`src/xrr_pkg.sv`:
```
// Shared types and constants for the ranged xorshift128 random block.
`default_nettype none

package xrr_pkg;

  // Data word width
  localparam int unsigned WORD_W = 32;

  // Generator seeds loaded at reset
  localparam logic [WORD_W-1:0] SEED_A = 32'd123456789;
  localparam logic [WORD_W-1:0] SEED_B = 32'd362436069;
  localparam logic [WORD_W-1:0] SEED_C = 32'd521288629;
  localparam logic [WORD_W-1:0] SEED_D = 32'd88675123;

  // xorshift128 shift amounts
  localparam int unsigned SHIFT_T_LEFT  = 11;
  localparam int unsigned SHIFT_D_RIGHT = 19;
  localparam int unsigned SHIFT_T_RIGHT = 8;

  // Remainder unit step count
  localparam int unsigned DIV_STEPS = WORD_W;
  localparam int unsigned DIV_CNT_W = $clog2(DIV_STEPS);

  // Sequencer states
  typedef enum logic [1:0] {
    ST_IDLE,
    ST_DIV,
    ST_OUT
  } xrr_state_t;

  // Control into the remainder unit
  typedef struct packed {
    logic start;
  } div_ctl_t;

  // Status out of the remainder unit
  typedef struct packed {
    logic busy;
    logic done;
  } div_sts_t;

endpackage

`default_nettype wire

```
`src/xrr_if.sv`:
```
// Request and result channel interfaces for the ranged random block.
`default_nettype none

interface xrr_in_if;
  logic                              valid;
  logic                              ready;
  logic signed [xrr_pkg::WORD_W-1:0] lower_bound;
  logic signed [xrr_pkg::WORD_W-1:0] upper_bound;

  modport source (output valid, output lower_bound, output upper_bound, input ready);
  modport sink   (input valid, input lower_bound, input upper_bound, output ready);
endinterface

interface xrr_out_if;
  logic                              valid;
  logic                              ready;
  logic signed [xrr_pkg::WORD_W-1:0] ranged_value;
  logic        [xrr_pkg::WORD_W-1:0] raw_word;

  modport source (output valid, output ranged_value, output raw_word, input ready);
  modport sink   (input valid, input ranged_value, input raw_word, output ready);
endinterface

`default_nettype wire

```
`src/xorshift128_ranged_random.sv`:
```
// Top level: xorshift128 generator with per-request range reduction.
// Flow: an accepted request runs the bit-serial remainder unit, one restoring step per
//   dividend bit, then the lower bound is added into the output register.
// Requests are taken only while idle, so none is accepted while the remainder unit
//   runs; a result still waiting when the next one completes holds off new requests.
// Reset: synchronous active-low; generator words return to their seeds and
//   both channels go idle.
`default_nettype none

module xorshift128_ranged_random (
  input  logic             clk,
  input  logic             rst_n,
  xrr_in_if.sink           in_ch,
  xrr_out_if.source        out_ch
);

  localparam int unsigned W = xrr_pkg::WORD_W;

  xrr_pkg::xrr_state_t state_r;
  xrr_pkg::xrr_state_t state_nxt;

  // Generator words
  logic [W-1:0] gen_a_r, gen_b_r, gen_c_r, gen_d_r;

  // Per-request working registers
  logic [W-1:0] raw_r;
  logic [W-1:0] lo_r;
  logic [W-1:0] span_r;

  // Output register
  logic         out_valid_r;
  logic [W-1:0] out_value_r;
  logic [W-1:0] out_raw_r;

  logic         in_fire;
  logic         slot_free;
  logic         load_out;
  logic [W-1:0] gen_t;
  logic [W-1:0] gen_new;
  logic [W-1:0] span_new;
  logic [W-1:0] offset;
  logic [W-1:0] rem;

  xrr_pkg::div_ctl_t div_ctl;
  xrr_pkg::div_sts_t div_sts;

  // Generator step and span
  always_comb begin
    gen_t    = gen_a_r ^ (gen_a_r << xrr_pkg::SHIFT_T_LEFT);
    gen_new  = (gen_d_r ^ (gen_d_r >> xrr_pkg::SHIFT_D_RIGHT))
             ^ (gen_t ^ (gen_t >> xrr_pkg::SHIFT_T_RIGHT));
    span_new = W'(in_ch.upper_bound) - W'(in_ch.lower_bound) + W'(1);
  end

  // Handshake
  assign in_ch.ready = (state_r == xrr_pkg::ST_IDLE);
  assign in_fire     = in_ch.valid && in_ch.ready;
  assign slot_free   = !out_valid_r || out_ch.ready;
  assign div_ctl.start = in_fire;

  // Remainder unit
  xrr_div u_div (
    .clk       (clk),
    .rst_n     (rst_n),
    .ctl       (div_ctl),
    .dividend  (gen_new),
    .divisor   (span_new),
    .sts       (div_sts),
    .remainder (rem)
  );

  // Next state
  always_comb begin
    state_nxt = state_r;
    unique case (state_r)
      xrr_pkg::ST_IDLE: begin
        if (in_fire) begin
          state_nxt = xrr_pkg::ST_DIV;
        end
      end
      xrr_pkg::ST_DIV: begin
        if (div_sts.done) begin
          state_nxt = slot_free ? xrr_pkg::ST_IDLE : xrr_pkg::ST_OUT;
        end
      end
      xrr_pkg::ST_OUT: begin
        if (slot_free) begin
          state_nxt = xrr_pkg::ST_IDLE;
        end
      end
      default: state_nxt = xrr_pkg::ST_IDLE;
    endcase
  end

  // Sequencer outputs
  always_comb begin
    load_out = 1'b0;
    unique case (state_r)
      xrr_pkg::ST_IDLE: load_out = 1'b0;
      xrr_pkg::ST_DIV:  load_out = div_sts.done && slot_free;
      xrr_pkg::ST_OUT:  load_out = slot_free;
      default:          load_out = 1'b0;
    endcase
  end

  // Full range span takes the raw word unreduced
  assign offset = (span_r == '0) ? raw_r : rem;

  // Control registers and generator state
  always_ff @(posedge clk) begin
    if (!rst_n) begin
      state_r     <= xrr_pkg::ST_IDLE;
      out_valid_r <= 1'b0;
      gen_a_r     <= xrr_pkg::SEED_A;
      gen_b_r     <= xrr_pkg::SEED_B;
      gen_c_r     <= xrr_pkg::SEED_C;
      gen_d_r     <= xrr_pkg::SEED_D;
    end else begin
      state_r <= state_nxt;
      if (load_out) begin
        out_valid_r <= 1'b1;
      end else if (out_ch.ready) begin
        out_valid_r <= 1'b0;
      end
      if (in_fire) begin
        gen_a_r <= gen_b_r;
        gen_b_r <= gen_c_r;
        gen_c_r <= gen_d_r;
        gen_d_r <= gen_new;
      end
    end
  end

  // Payload registers
  always_ff @(posedge clk) begin
    if (in_fire) begin
      raw_r  <= gen_new;
      lo_r   <= W'(in_ch.lower_bound);
      span_r <= span_new;
    end
    if (load_out) begin
      out_value_r <= offset + lo_r;
      out_raw_r   <= raw_r;
    end
  end

  assign out_ch.valid        = out_valid_r;
  assign out_ch.ranged_value = out_value_r;
  assign out_ch.raw_word     = out_raw_r;

  // A new remainder run never starts over one in progress
  a_start_idle: assert property (@(posedge clk) disable iff (!rst_n)
    div_ctl.start |-> !div_sts.busy)
    else $error("remainder unit restarted while busy");

  // Remainder completion only arrives while the sequencer waits for it
  a_done_in_div: assert property (@(posedge clk) disable iff (!rst_n)
    div_sts.done |-> (state_r == xrr_pkg::ST_DIV))
    else $error("remainder done outside divide state");

  // A waiting result is never overwritten
  a_no_overwrite: assert property (@(posedge clk) disable iff (!rst_n)
    load_out |-> (!out_valid_r || out_ch.ready))
    else $error("output register overwritten");

  // Full range result is raw word plus lower bound
  a_full_range: assert property (@(posedge clk) disable iff (!rst_n)
    (load_out && span_r == '0) |=> (out_value_r == $past(raw_r) + $past(lo_r)))
    else $error("full range result mismatch");

endmodule

`default_nettype wire

```
`src/xrr_div.sv`:
```
// Bit-serial restoring remainder unit, one quotient bit per cycle.
`default_nettype none

module xrr_div (
  input  logic                       clk,
  input  logic                       rst_n,
  input  xrr_pkg::div_ctl_t          ctl,
  input  logic [xrr_pkg::WORD_W-1:0] dividend,
  input  logic [xrr_pkg::WORD_W-1:0] divisor,
  output xrr_pkg::div_sts_t          sts,
  output logic [xrr_pkg::WORD_W-1:0] remainder
);

  localparam int unsigned W = xrr_pkg::WORD_W;

  logic                          busy_r;
  logic                          done_r;
  logic [xrr_pkg::DIV_CNT_W-1:0] cnt_r;
  logic [W-1:0]                  dvd_r;
  logic [W-1:0]                  dsr_r;
  logic [W:0]                    rem_r;

  logic [W:0] rem_sh;
  logic [W:0] rem_nxt;

  // One restoring step: shift in next dividend bit, subtract if it fits
  always_comb begin
    rem_sh = {rem_r[W-1:0], dvd_r[W-1]};
    if (rem_sh >= {1'b0, dsr_r}) begin
      rem_nxt = rem_sh - {1'b0, dsr_r};
    end else begin
      rem_nxt = rem_sh;
    end
  end

  // Step counter and status
  always_ff @(posedge clk) begin
    if (!rst_n) begin
      busy_r <= 1'b0;
      done_r <= 1'b0;
      cnt_r  <= '0;
    end else begin
      done_r <= 1'b0;
      if (ctl.start) begin
        busy_r <= 1'b1;
        cnt_r  <= '0;
      end else if (busy_r) begin
        cnt_r <= cnt_r + 1'b1;
        if (cnt_r == xrr_pkg::DIV_CNT_W'(xrr_pkg::DIV_STEPS - 1)) begin
          busy_r <= 1'b0;
          done_r <= 1'b1;
        end
      end
    end
  end

  // Operand and partial remainder registers; remainder holds after done
  always_ff @(posedge clk) begin
    if (ctl.start) begin
      dvd_r <= dividend;
      dsr_r <= divisor;
      rem_r <= '0;
    end else if (busy_r) begin
      dvd_r <= {dvd_r[W-2:0], 1'b0};
      rem_r <= rem_nxt;
    end
  end

  assign sts.busy  = busy_r;
  assign sts.done  = done_r;
  assign remainder = rem_r[W-1:0];

endmodule

`default_nettype wire

```
`src/flat_wrapper.sv`:
```
// flat-port wrapper written by rule: the top's interface ports become plain ports
module xorshift128_ranged_random_flat 
  (clk, rst_n, in_ch_valid, in_ch_lower_bound, in_ch_upper_bound, in_ch_ready, out_ch_valid, out_ch_ranged_value, out_ch_raw_word, out_ch_ready);
  xrr_in_if in_ch_i ();
  xrr_out_if out_ch_i ();
  input  logic clk;
  input  logic rst_n;
  input wire logic [$bits(in_ch_i.valid)-1:0] in_ch_valid;
  input wire logic [$bits(in_ch_i.lower_bound)-1:0] in_ch_lower_bound;
  input wire logic [$bits(in_ch_i.upper_bound)-1:0] in_ch_upper_bound;
  output wire logic [$bits(in_ch_i.ready)-1:0] in_ch_ready;
  output wire logic [$bits(out_ch_i.valid)-1:0] out_ch_valid;
  output wire logic [$bits(out_ch_i.ranged_value)-1:0] out_ch_ranged_value;
  output wire logic [$bits(out_ch_i.raw_word)-1:0] out_ch_raw_word;
  input wire logic [$bits(out_ch_i.ready)-1:0] out_ch_ready;
  assign in_ch_i.valid = in_ch_valid;
  assign in_ch_i.lower_bound = in_ch_lower_bound;
  assign in_ch_i.upper_bound = in_ch_upper_bound;
  assign in_ch_ready = in_ch_i.ready;
  assign out_ch_valid = out_ch_i.valid;
  assign out_ch_ranged_value = out_ch_i.ranged_value;
  assign out_ch_raw_word = out_ch_i.raw_word;
  assign out_ch_i.ready = out_ch_ready;
  xorshift128_ranged_random u_core (.clk(clk), .rst_n(rst_n), .in_ch(in_ch_i), .out_ch(out_ch_i));
endmodule
```
`config.mk`:
```
export PLATFORM = sky130hd
export DESIGN_NAME = xorshift128_ranged_random_flat
export DESIGN_NICKNAME = d
export VERILOG_FILES = /design/src/xrr_pkg.sv /design/src/xrr_if.sv /design/src/xorshift128_ranged_random.sv /design/src/xrr_div.sv /design/src/flat_wrapper.sv
export SDC_FILE = /design/constraint.sdc
export NUM_CORES = 1
export LEC_CHECK = 0
export BUFFER_PORTS_ARGS = -buffer_cell sky130_fd_sc_hd__buf_2
export CORE_MARGIN = 5
export CORE_UTILIZATION = 60
export DETAILED_ROUTE_END_ITERATION = 8
export PLACE_DENSITY = 0.81
export SLEW_MARGIN = 20
export SYNTH_ARGS = -nofsm -noshare
export SYNTH_HDL_FRONTEND = slang
export SYNTH_HIERARCHICAL = 1
export SYNTH_SLANG_ARGS = --single-unit
```
`constraint.sdc`:
```
create_clock -name clk -period 12.5 [get_ports clk]
set_input_delay 1.25 -clock clk [delete_from_list [all_inputs] [get_ports clk]]
set_output_delay 1.25 -clock clk [all_outputs]
set_load 0.05 [all_outputs]
```
### Word-level counts from Yosys, hierarchy flattened

Index checks and enable logic that the tools add are counted.

* reduce and logical (&&, ||, !) cells: 11
* multiplexer cells: 16
* add/subtract/negate cells: 5
* bitwise operators: 6
* magnitude comparators: 1
* eq/ne operators: 6

Operator list (count)
* $mux 32: 4
* $sub 32x32->32: 2
* $xor 32x32->32: 2
* $ge 33x32->1: 1
* $add 32x2->32 const B: 1
* $add 32x32->32: 1
* $logic_not 32->1: 1
* $xor 32x13->32: 1
* $xor 32x24->32: 1
* $mux 2: 4
* $mux 1: 6
* $pmux 2 s3: 1
* $add 5x1->5 const B: 1
* $eq 5x5->1 const B: 1
* $ne 2x2->1 const B: 2
* $reduce_bool 2->1: 2
* $reduce_and 3->1: 1
* $reduce_or 3->1: 1
* $eq 2x1->1 const B: 1
* $eq 2x2->1 const B: 1
* $logic_and 1x1->1: 2
* $logic_not 2->1: 1
* $ne 2x1->1 const B: 1
* $not 1->1: 2
* other kinds (4): 4

* word-level logic and storage cells: 61
* input bits: 68
* register bits: 362

### Longest topological paths before layout

Gate-level depths: netlist of run 1.

* depth in word-level cells: 5
* mapped depth: 16
* depth with buffers taken out: 15

### Modules after synthesis

Netlist of run 1, hierarchy kept.

By module, submodules not included
* xorshift128_ranged_random: cells an instance 1404, instances 1, area each 14511.4 um2, seq. area each 7427.1 um2
* xrr_div: cells an instance 586, instances 1, area each 5924.4 um2, seq. area each 2702.6 um2

### Worst setup path before layout of run 1

Ideal clock, no wire load.

* path kind: in2reg
* from: input in_ch_valid
* to: register u_core.u_div.dvd_r[0], enable pin
* arrival time: 6.512 ns
* path buffers: 4
* setup slack: 5.614 ns
* data required time: 12.125 ns
* stages on the path: 7
* setup time: 0.375 ns
* path through: nand2_1 inv_1 clkbuf_1 clkbuf_1 clkbuf_1 clkbuf_1 or2_2

* cells in the longest elaborated chain, start to end: 2

RTL lines
* start, declared: line flat_wrapper.sv:8 `input wire logic [$bits(in_ch_i.valid)-1:0] in_ch_valid;`
* $logic_and 1x1->1: line xorshift128_ranged_random.sv:57 `assign in_fire = in_ch.valid && in_ch.ready;`
* net u_core.div_ctl: line xorshift128_ranged_random.sv:44 `xrr_pkg::div_ctl_t div_ctl;`
* $reduce_bool 2->1 (no source line)
* end signal, assigned: line xrr_div.sv:60 `dvd_r <= dividend;`
* end signal, assigned: line xrr_div.sv:64 `dvd_r <= {dvd_r[W-2:0], 1'b0};`
* end, declared: line xrr_div.sv:19 `logic [W-1:0] dvd_r;`

The timed path passes the listed nets, and every way through them passes these cells.
A chain may end at the register's enable or synchronous reset.

### Final worst setup path of run 1

* from: register u_core.span_r[1]
* to: register u_core.out_value_r[25] (netlist: u_core/out_ch.ranged_value[25]), data pin

* cells in the longest elaborated chain, start to end: 3

RTL lines
* start, declared: line xorshift128_ranged_random.sv:28 `logic [W-1:0] span_r;`
* start signal, assigned: line xorshift128_ranged_random.sv:139 `span_r <= span_new;`
* $logic_not 32->1: line xorshift128_ranged_random.sv:107 `assign offset = (span_r == '0) ? raw_r : rem;`
* $mux 32: line xorshift128_ranged_random.sv:107
* $add 32x32->32: line xorshift128_ranged_random.sv:142 `out_value_r <= offset + lo_r;`
* end signal, assigned: line xorshift128_ranged_random.sv:142
* end, declared: line xorshift128_ranged_random.sv:32 `logic [W-1:0] out_value_r;`

Every way passes these cells.

==> results.cfg, run 1 <==
[clock_network]
cts_root_buf = clkbuf_16
cts_tree = yes
htreeDepth = 2
clk_pin_slew_ns = 0.06
cts_buffer_depth = 3
post_cts_resized = 0
clock_latency_ns = 0.55
cts.sinks = 394
cts_buffers = 42
cts_setup_buffers = 0
ctsHoldBuffers = 0

[finish]
synthToLayoutAreaGrowth_pct = 12.2
nets = 2295
utilization = 0.682
design_area_sq_um = 22900
layout-drive-gt1-share = 0.140
layout.cells.non_filler = 2575

[routing]
dr.pass1.iters = 8
wl_um = 49200
drtAntennaViolNets = 0
drt-initial-drc-count = 1490
avgRoutedWirePerCell_um = 19.1
drc = 0
route.vias.total = 14987
vias_per_cell = 5.82

[setup_path]
cp_cell_sequence = nor4_1, nand4_1, nor2_2, buf_4, mux2_2, ha_1, a21oi_1, o21ai_0, a221oi_1, a21boi_1, o31ai_2, a21oi_1, o31ai_1, xor2_1
timing.critical_path.to = u_core/out_ch.ranged_value[25]
endpoint_kind = flip-flop
startpoint = u_core/span_r[1]
crit_top_cell = a21oi_1
worst-path-stages = 14
reg2reg_from = u_core/span_r[1]
cp.required_ns = 12.77
critical_path_buf_inv_count = 1
r2r_slack_ns = 7.99
critPathTopFamily = compound AO/OA/AOI/OAI gates
slowest_delay_ns = 0.47
r2r_end = u_core/out_ch.ranged_value[25]
cp.arrival_ns = 4.78
criticalPathCategory = reg2reg
startpoint_type = flip-flop
worstPathMaxFanout = 32
rr_worst_depth = 14
slowest_stage = a21boi_1

[placement]
place_congestion = 0.946
numPortBuffers = 133
place_inst = 2496
dp_hpwl_um = 36400
place_area_sq_um = 21400
pre_cts_slack_ns = 8.07

[timing]
relSlewSlack = 0.303
fmax_ghz = 0.222
drv_slew = 0
fin_skew_ns = 0.0174
min_period_ns = 4.51
hold_ws_ns = 0.463
hold_violations = 0
tightestPinTransition_ns = 1.05
fin_ws_ns = 7.99
grt_setup_unrepaired = no
fin_crit_sh = 0.361
setup_viol = 0
finalSetupTns_ns = 0

[outcome]
status = complete, no violations

[pwr]
leakage_nw = 9.28
finalPower_mw = 4.12
ir_worst_vdd_uv = 132
pwr_density_cell_nw_per_um2 = 180

[grt]
grtUsageTotal = 0.254
grt_max_degree = 122
gr-total-overflow = 0
grt_pass1_vias = 14581
grt_pass1_wl_um = 77600
grt_antenna_before_repair = 1

[worst_hold_path]
hold_class = reg2reg
hold_path_startpoint = u_core/gen_c_r[21]

[die]
die_h_um = 195
num_io_pins = 134
rows = 67
coreArea_sq_um = 33600
fp.dieW_um = 195
die_area_sq_um = 37800
start_util = 0.608

[synthesis]
yosys_warnings = 6
avgSynthCellArea_sq_um = 10.3
syn-num-nets = 2192
netlist_area_sq_um = 20400
syn_inst = 1989

[run]
max_cap_violations = 0
==> routing by layer <==
| layer | wire length (um) | track usage | vias up |
|---|---|---|---|
| li1 | - | - | 7306 |
| met1 | 20600 | 0.335 | 7145 |
| met2 | 24200 | 0.434 | 443 |
| met3 | 2990 | 0.0383 | 93 |
| met4 | 1460 | 0.0810 | 0 |
| met5 | 0 | 0 | - |
==> worst min path at each step <==
stage               slack, ns                         to  depth (start not counted)
global placement         0.45         u_core/gen_a_r[20]                          2
floorplan                0.42  u_core/out_ch.raw_word[0]                          0
CTS                      0.46         u_core/gen_b_r[31]                          2
detailed placement       0.46         u_core/gen_b_r[31]                          2
global route             0.49         u_core/gen_a_r[21]                          2
finish                   0.46         u_core/gen_b_r[21]                          2
==> cell type report <==
cell class	count	area, sq um
Antenna cell	1	2.50
Clock buffer	56	1190
Clock inverter	22	310
Fill cell	2548	10700
Inverter	98	375
Multi-Input combinational cell	1414	9610
Sequential cell	394	10100
Tap cell	448	561
Timing Repair Buffer	142	739
==> power by group <==
group          internal (mW)  total, mW  switching (mW)
combinational          0.430       1.08           0.645
sequential              1.59       1.72           0.122
clock                  0.816       1.32           0.508
total                   2.84       4.12            1.28
==> state kept, by name, indices dropped and copies added, names as in the netlist, 5 cells and up <==
register / count
u_core/gen_a_r: 32
u_core/gen_b_r: 32
u_core/gen_c_r: 32
u_core/gen_d_r: 32
u_core/lo_r: 32
u_core/out_ch.ranged_value: 32
u_core/out_ch.raw_word: 32
u_core/raw_r: 32
u_core/span_r: 32
u_core/u_div/cnt_r: 5
u_core/u_div/dsr_r: 32
u_core/u_div/dvd_r: 32
u_core/u_div/rem_r: 32
==> tightest hold or removal path, stage by stage (launching register included) <==
cell and delay [ns]:
dfxtp_1 0.31, nand2_1 0.05, a21boi_0 0.06
==> cell usage in the layout (no fill, tap or decap), types with 5 or more instances in the layout <==
| master | instances |
|---|---|
| o21ai_1 | 7 |
| clkbuf_1 | 9 |
| a21boi_0 | 69 |
| nand2_1 | 314 |
| bufinv_16 | 7 |
| buf_2 | 132 |
| edfxtp_1 | 224 |
| inv_1 | 97 |
| a21oi_1 | 113 |
| mux2_2 | 64 |
| o31ai_1 | 5 |
| o21a_1 | 13 |
| nor2b_1 | 14 |
| a311oi_1 | 13 |
| nor4_1 | 11 |
| clkbuf_16 | 45 |
| nand4_1 | 20 |
| nand2b_1 | 10 |
| a31oi_1 | 7 |
| and2_1 | 11 |
| and3_1 | 11 |
| or3_1 | 13 |
| o21bai_1 | 15 |
| ha_1 | 132 |
| buf_4 | 9 |
| a211oi_1 | 20 |
| nor3_1 | 21 |
| xnor2_1 | 139 |
| a221oi_1 | 6 |
| mux2i_1 | 9 |
| nor2_1 | 94 |
| xor2_1 | 39 |
| clkinv_2 | 6 |
| o21ai_0 | 49 |
| dfxtp_1 | 169 |
| nand3_1 | 86 |
| a21o_1 | 36 |
| o211ai_1 | 7 |
Power figures use the tool's default switching activity.
==> run 2, diff against run 1 <==
clock period = 4.4 ns   (was 12.5 ns; I/O delays follow)
==> run 2 against run 1 <==
  * Die area unchanged
  * Count of clock-buffer cells in the layout shrank 2
  * Register-to-register slack worse by 7.7 ns
  * Final cell count about the same
  * Hold slack worse by 0.38 ns
  * Clock skew decreased by 0.0062 ns
  * Critical path type unchanged
  * Setup slack got worse by 7.7 ns
  * Sequential power increased to 2.8 times the previous value
==> results.cfg, run 2 (same netlist as run 1, synthesis figures left out) <==
[outcome]
status = complete, no violations

[routing]
route.vias.total = 15110
wl_um = 50400
drtAntennaViolNets = 0
drt-initial-drc-count = 1123
dr.pass1.iters = 8
drc = 0
vias_per_cell = 5.86
avgRoutedWirePerCell_um = 19.6

[die]
num_io_pins = 134
fp.dieW_um = 195
rows = 67
start_util = 0.608
coreArea_sq_um = 33600
die_h_um = 195
die_area_sq_um = 37800

[setup_path]
slowest_delay_ns = 0.48
cp_cell_sequence = nor4_1, nand4_1, nor2_2, buf_12, mux2_2, ha_1, a21oi_1, nand4b_1, a211oi_1, a31oi_1, o31ai_2, nand3_2, a21oi_2, xnor2_1
cp.required_ns = 4.70
endpoint_kind = flip-flop
critical_path_buf_inv_count = 1
cp.arrival_ns = 4.45
reg2reg_from = u_core/span_r[9]
startpoint_type = flip-flop
r2r_slack_ns = 0.26
worstPathMaxFanout = 23
slowest_stage = a211oi_1
critPathTopFamily = compound AO/OA/AOI/OAI gates
rr_worst_depth = 14
r2r_end = u_core/out_ch.ranged_value[31]
criticalPathCategory = reg2reg

[timing]
fin_skew_ns = 0.0111
min_period_ns = 4.14
finalSetupTns_ns = 0
tightestPinTransition_ns = 0.923
grt_setup_unrepaired = no
drv_slew = 0
hold_violations = 0
fmax_ghz = 0.241
fin_crit_sh = 0.942
setup_viol = 0
relSlewSlack = 0.385

[placement]
place_congestion = 1.01
dp_hpwl_um = 37400
numPortBuffers = 133
place_area_sq_um = 21500

[finish]
layout-drive-gt1-share = 0.144
diodes = 0
synthToLayoutAreaGrowth_pct = 12.0
multi_input_area_sq_um = 9610
seq_area_sq_um = 10100
final_cell_mix = nand2_1 (314), edfxtp_1 (224), dfxtp_1 (169)
design_area_sq_um = 22900
layout_commonest_cell = nand2_1
nets = 2299
nFillCells = 2572

[grt]
grt_pass1_wl_um = 78900
use_met3 = 0.0332
grt_use_met1 = 0.352
grtUsageTotal = 0.259
busiest_layer = met2
grt_antenna_before_repair = 1
grt_max_degree = 104
grt_pass1_vias = 14627
gr-total-overflow = 0
met2_usage = 0.431

[clock_network]
htreeDepth = 2
clock_latency_ns = 0.55
cts.sinks = 394
cts_buffers = 41
clk_pin_slew_ns = 0.06
cts_root_buf = clkbuf_16
cts_tree = yes
cts_buffer_depth = 3

[worst_hold_path]
hold_class = in2reg
hold_depth = 1
whs_endpoint = u_core/lo_r[30]
hold_path_startpoint = in_ch_lower_bound[30]

[run]
max_cap_violations = 0

[pwr]
pwr_density_cell_nw_per_um2 = 504
ir_worst_vdd_uv = 403
leakage_nw = 9.29
run 2: cell type report:
type                            count  share of cell area
Timing Repair Buffer              147              0.0349
Tap cell                          448              0.0245
Clock inverter                     22             0.00968
Inverter                           98              0.0164
Sequential cell                   394               0.443
Clock buffer                       54              0.0516
Multi-Input combinational cell   1414               0.420
run 2: repair_timing:
action,CTS,global route
setup buffers,0,0
hold buffers,0,0
setup endpoints to repair,0,1
gates resized for setup,0,1
run 2: layer usage:
| metal | share of wire | vias to the layer above |
|---|---|---|
| met5 | 0 | - |
| met4 | 0.035 | 0 |
| met3 | 0.053 | 114 |
| met2 | 0.48 | 461 |
| met1 | 0.43 | 7235 |
| li1 | - | 7300 |
run 2: report_power, final:
part | internal, mW | leakage (nW) | total [mW] | switching [mW]
combinational | 1.24 | 5.07 | 3.12 | 1.88
clock | 2.09 | 0.698 | 3.53 | 1.45
sequential | 4.53 | 3.52 | 4.88 | 0.350
total | 7.85 | 9.29 | 11.5 | 3.67
run 2: worst max-delay path by stage:
stage / from / endpoint / depth (start not counted)
after floorplan: u_core/state_r[1] / u_core/u_div/dvd_r[0] / 9
after global placement: u_core/span_r[1] / u_core/out_ch.ranged_value[25] / 14
after detailed placement: u_core/span_r[1] / u_core/out_ch.ranged_value[25] / 14
after CTS: u_core/span_r[1] / u_core/out_ch.ranged_value[25] / 14
after global routing: u_core/span_r[9] / u_core/out_ch.ranged_value[31] / 14
final: u_core/span_r[9] / u_core/out_ch.ranged_value[31] / 14
run 2: through the flow:
| stage | cells | total power [mW] | hold slack [ns] | setup slack [ns] | util |
|---|---|---|---|---|---|
| 2_1_floorplan | 1989 | 7.11 | 0.420 | 0.483 | - |
| 3_3_place_gp | 2501 | 7.92 | 0.438 | 0.400 | 0.639 |
| 3_5_place_dp | 2501 | 7.99 | 0.447 | 0.332 | 0.639 |
| 4_1_cts | 2577 | 11.6 | 0.0673 | 0.270 | 0.681 |
| 5_1_grt | 2577 | 12.1 | 0.0769 | 0.0276 | 0.681 |
| 6_report | 2577 | 11.5 | 0.0857 | 0.255 | 0.681 |
==> run 3, diff against run 2 <==
GPL_TIMING_DRIVEN = 0   (was default)
==> run 3 against run 2 <==
  * Maximum frequency down 4.1%
  * Final cell count up 2.8%
  * Critical endpoint unchanged
  * First-iteration DRC count up 39%
  * Largest cell class unchanged
  * Flip-flop and latch count unchanged
  * Clock skew up 0.0064 ns
  * Register-to-register slack worse by 0.18 ns
  * Via count up 5.0%
==> results.cfg, run 3 (same netlist as run 1, synthesis figures left out) <==
[timing]
min_period_ns = 4.32
fin_crit_sh = 0.982
hold_violations = 0
fmax_ghz = 0.231
fin_ws_ns = 0.0800
setup_viol = 0
fin_skew_ns = 0.0175
tightestPinTransition_ns = 0.789
relSlewSlack = 0.474
finalSetupTns_ns = 0
drv_slew = 0

[grt]
grt_max_degree = 101
grt_antenna_before_repair = 1
grtUsageTotal = 0.287
gr-total-overflow = 0
grt_pass1_wl_um = 86400
grt_pass1_vias = 15557

[setup_path]
cp.arrival_ns = 4.60
endpoint_kind = flip-flop
startpoint_type = flip-flop
criticalPathCategory = reg2reg
cp.required_ns = 4.68
worstPathMaxFanout = 10

[run]
max_cap_violations = 0

[placement]
pre_cts_slack_ns = -1.05
place_area_sq_um = 21700
place_congestion = 0.995
numPortBuffers = 133
dp_hpwl_um = 43400

[clock_network]
cts_root_buf = clkbuf_16
clk_pin_slew_ns = 0.06
ctsHoldBuffers = 0
cts_buffer_depth = 3
htreeDepth = 2
cts.sinks = 394
clock_latency_ns = 0.54
cts_tree = yes
cts_buffers = 41

[routing]
drc = 0
dr.pass1.iters = 7
route.vias.total = 15866
vias_per_cell = 5.99
drtAntennaViolNets = 0
avgRoutedWirePerCell_um = 21.3
drt-initial-drc-count = 1563
wl_um = 56500

[finish]
nets = 2372
diodes = 0
utilization = 0.693
design_area_sq_um = 23300
layout-drive-gt1-share = 0.143
synthToLayoutAreaGrowth_pct = 14.1
final_cell_mix = nand2_1 (315), edfxtp_1 (224), dfxtp_1 (170)
layout_commonest_cell = nand2_1
nFillCells = 2559

[pwr]
finalPower_mw = 11.8
pwr_density_cell_nw_per_um2 = 506
leakage_nw = 9.42
ir_worst_vdd_uv = 373

[die]
die_area_sq_um = 37800
num_io_pins = 134
coreArea_sq_um = 33600
fp.dieW_um = 195
die_h_um = 195
start_util = 0.608
rows = 67

[worst_hold_path]
hold_class = in2reg

[outcome]
status = complete, no violations
-- run 3: changes by cell type in the layout (fill, tap and decap cells not counted), moves of 2 or more --
| cell | before | now |
|---|---|---|
| buf_1 | 0 | 4 |
| bufinv_16 | 3 | 6 |
| a21oi_1 | 113 | 111 |
| clkinv_2 | 10 | 5 |
| buf_2 | 132 | 138 |
| nor4_1 | 11 | 7 |
| nor4_2 | 0 | 3 |
| a21oi_2 | 1 | 3 |
| buf_4 | 13 | 7 |
| buf_16 | 0 | 2 |
| clkinv_1 | 3 | 5 |
| clkbuf_1 | 4 | 69 |
-- run 3: path summary, 6_finish.rpt --
kind | start | to | slack [ns] | depth (start not counted)
hold / removal | in_ch_lower_bound[27] | u_core/lo_r[27] | 0.1 | 1
hold reg to reg | u_core/gen_b_r[10] | u_core/gen_a_r[10] | 0.46 | 2
setup reg to reg | u_core/span_r[16] | u_core/out_ch.ranged_value[31] | 0.08 | 15
setup / recovery | u_core/span_r[16] | u_core/out_ch.ranged_value[31] | 0.08 | 15
-- run 3: per-stage QoR --
step                hold WS (ns)  cells
floorplan                  0.420   1989
global route              0.0870   2649
CTS                       0.0848   2650
finish                    0.0970   2649
global placement           0.442   2570
detailed placement         0.455   2573
-- run 3: final cells by class --
| class | instances | area (sq um) | share of cell area |
|---|---|---|---|
| well taps | 448 | 561 | 0.0240 |
| plain buffers | 82 | 364 | 0.0156 |
| multi-input cells | 1414 | 9690 | 0.416 |
| clock inverters | 22 | 293 | 0.0126 |
| inverters | 98 | 368 | 0.0158 |
| flip-flops and latches | 394 | 10100 | 0.435 |
| clock buffers | 53 | 1150 | 0.0492 |
| repair buffers | 138 | 756 | 0.0324 |
-- run 3: critical path, stage by stage (launching register included) --
cell and delay (ns):
edfxtp_1 0.42, nor4_2 0.37, nand4_1 0.30, nor2_4 0.30, clkbuf_4 0.29, mux2_2 0.38, ha_1 0.28, clkbuf_1 0.29
nand2_1 0.14, or4_4 0.46, nand2b_1 0.17, and3_1 0.22, o31ai_4 0.10, nand3_2 0.12, a21oi_2 0.14, xnor2_1 0.08
-- run 3: per-layer routing --
layer | GRT usage | vias up | routed length, um
met5 | 0 | - | 13
met1 | 0.361 | 7635 | 22900
met4 | 0.106 | 2 | 2310
met2 | 0.508 | 664 | 27800
met3 | 0.0383 | 128 | 3460
li1 | - | 7437 | -
-- run 3: timing repair --
| item | in CTS | in global routing |
|---|---|---|
| pin swaps | 2 | 2 |
| hold endpoints to repair | 0 | 0 |
| buffers inserted | 2 | 0 |
| resized for setup | 15 | 9 |
| endpoints found under the setup margin | 26 | 8 |
-- run 3: power by group --
part	total (mW)	internal (mW)	switching, mW
sequential	4.87	4.53	0.343
combinational	3.25	1.26	1.98
clock	3.67	2.21	1.46
total	11.8	8.00	3.79
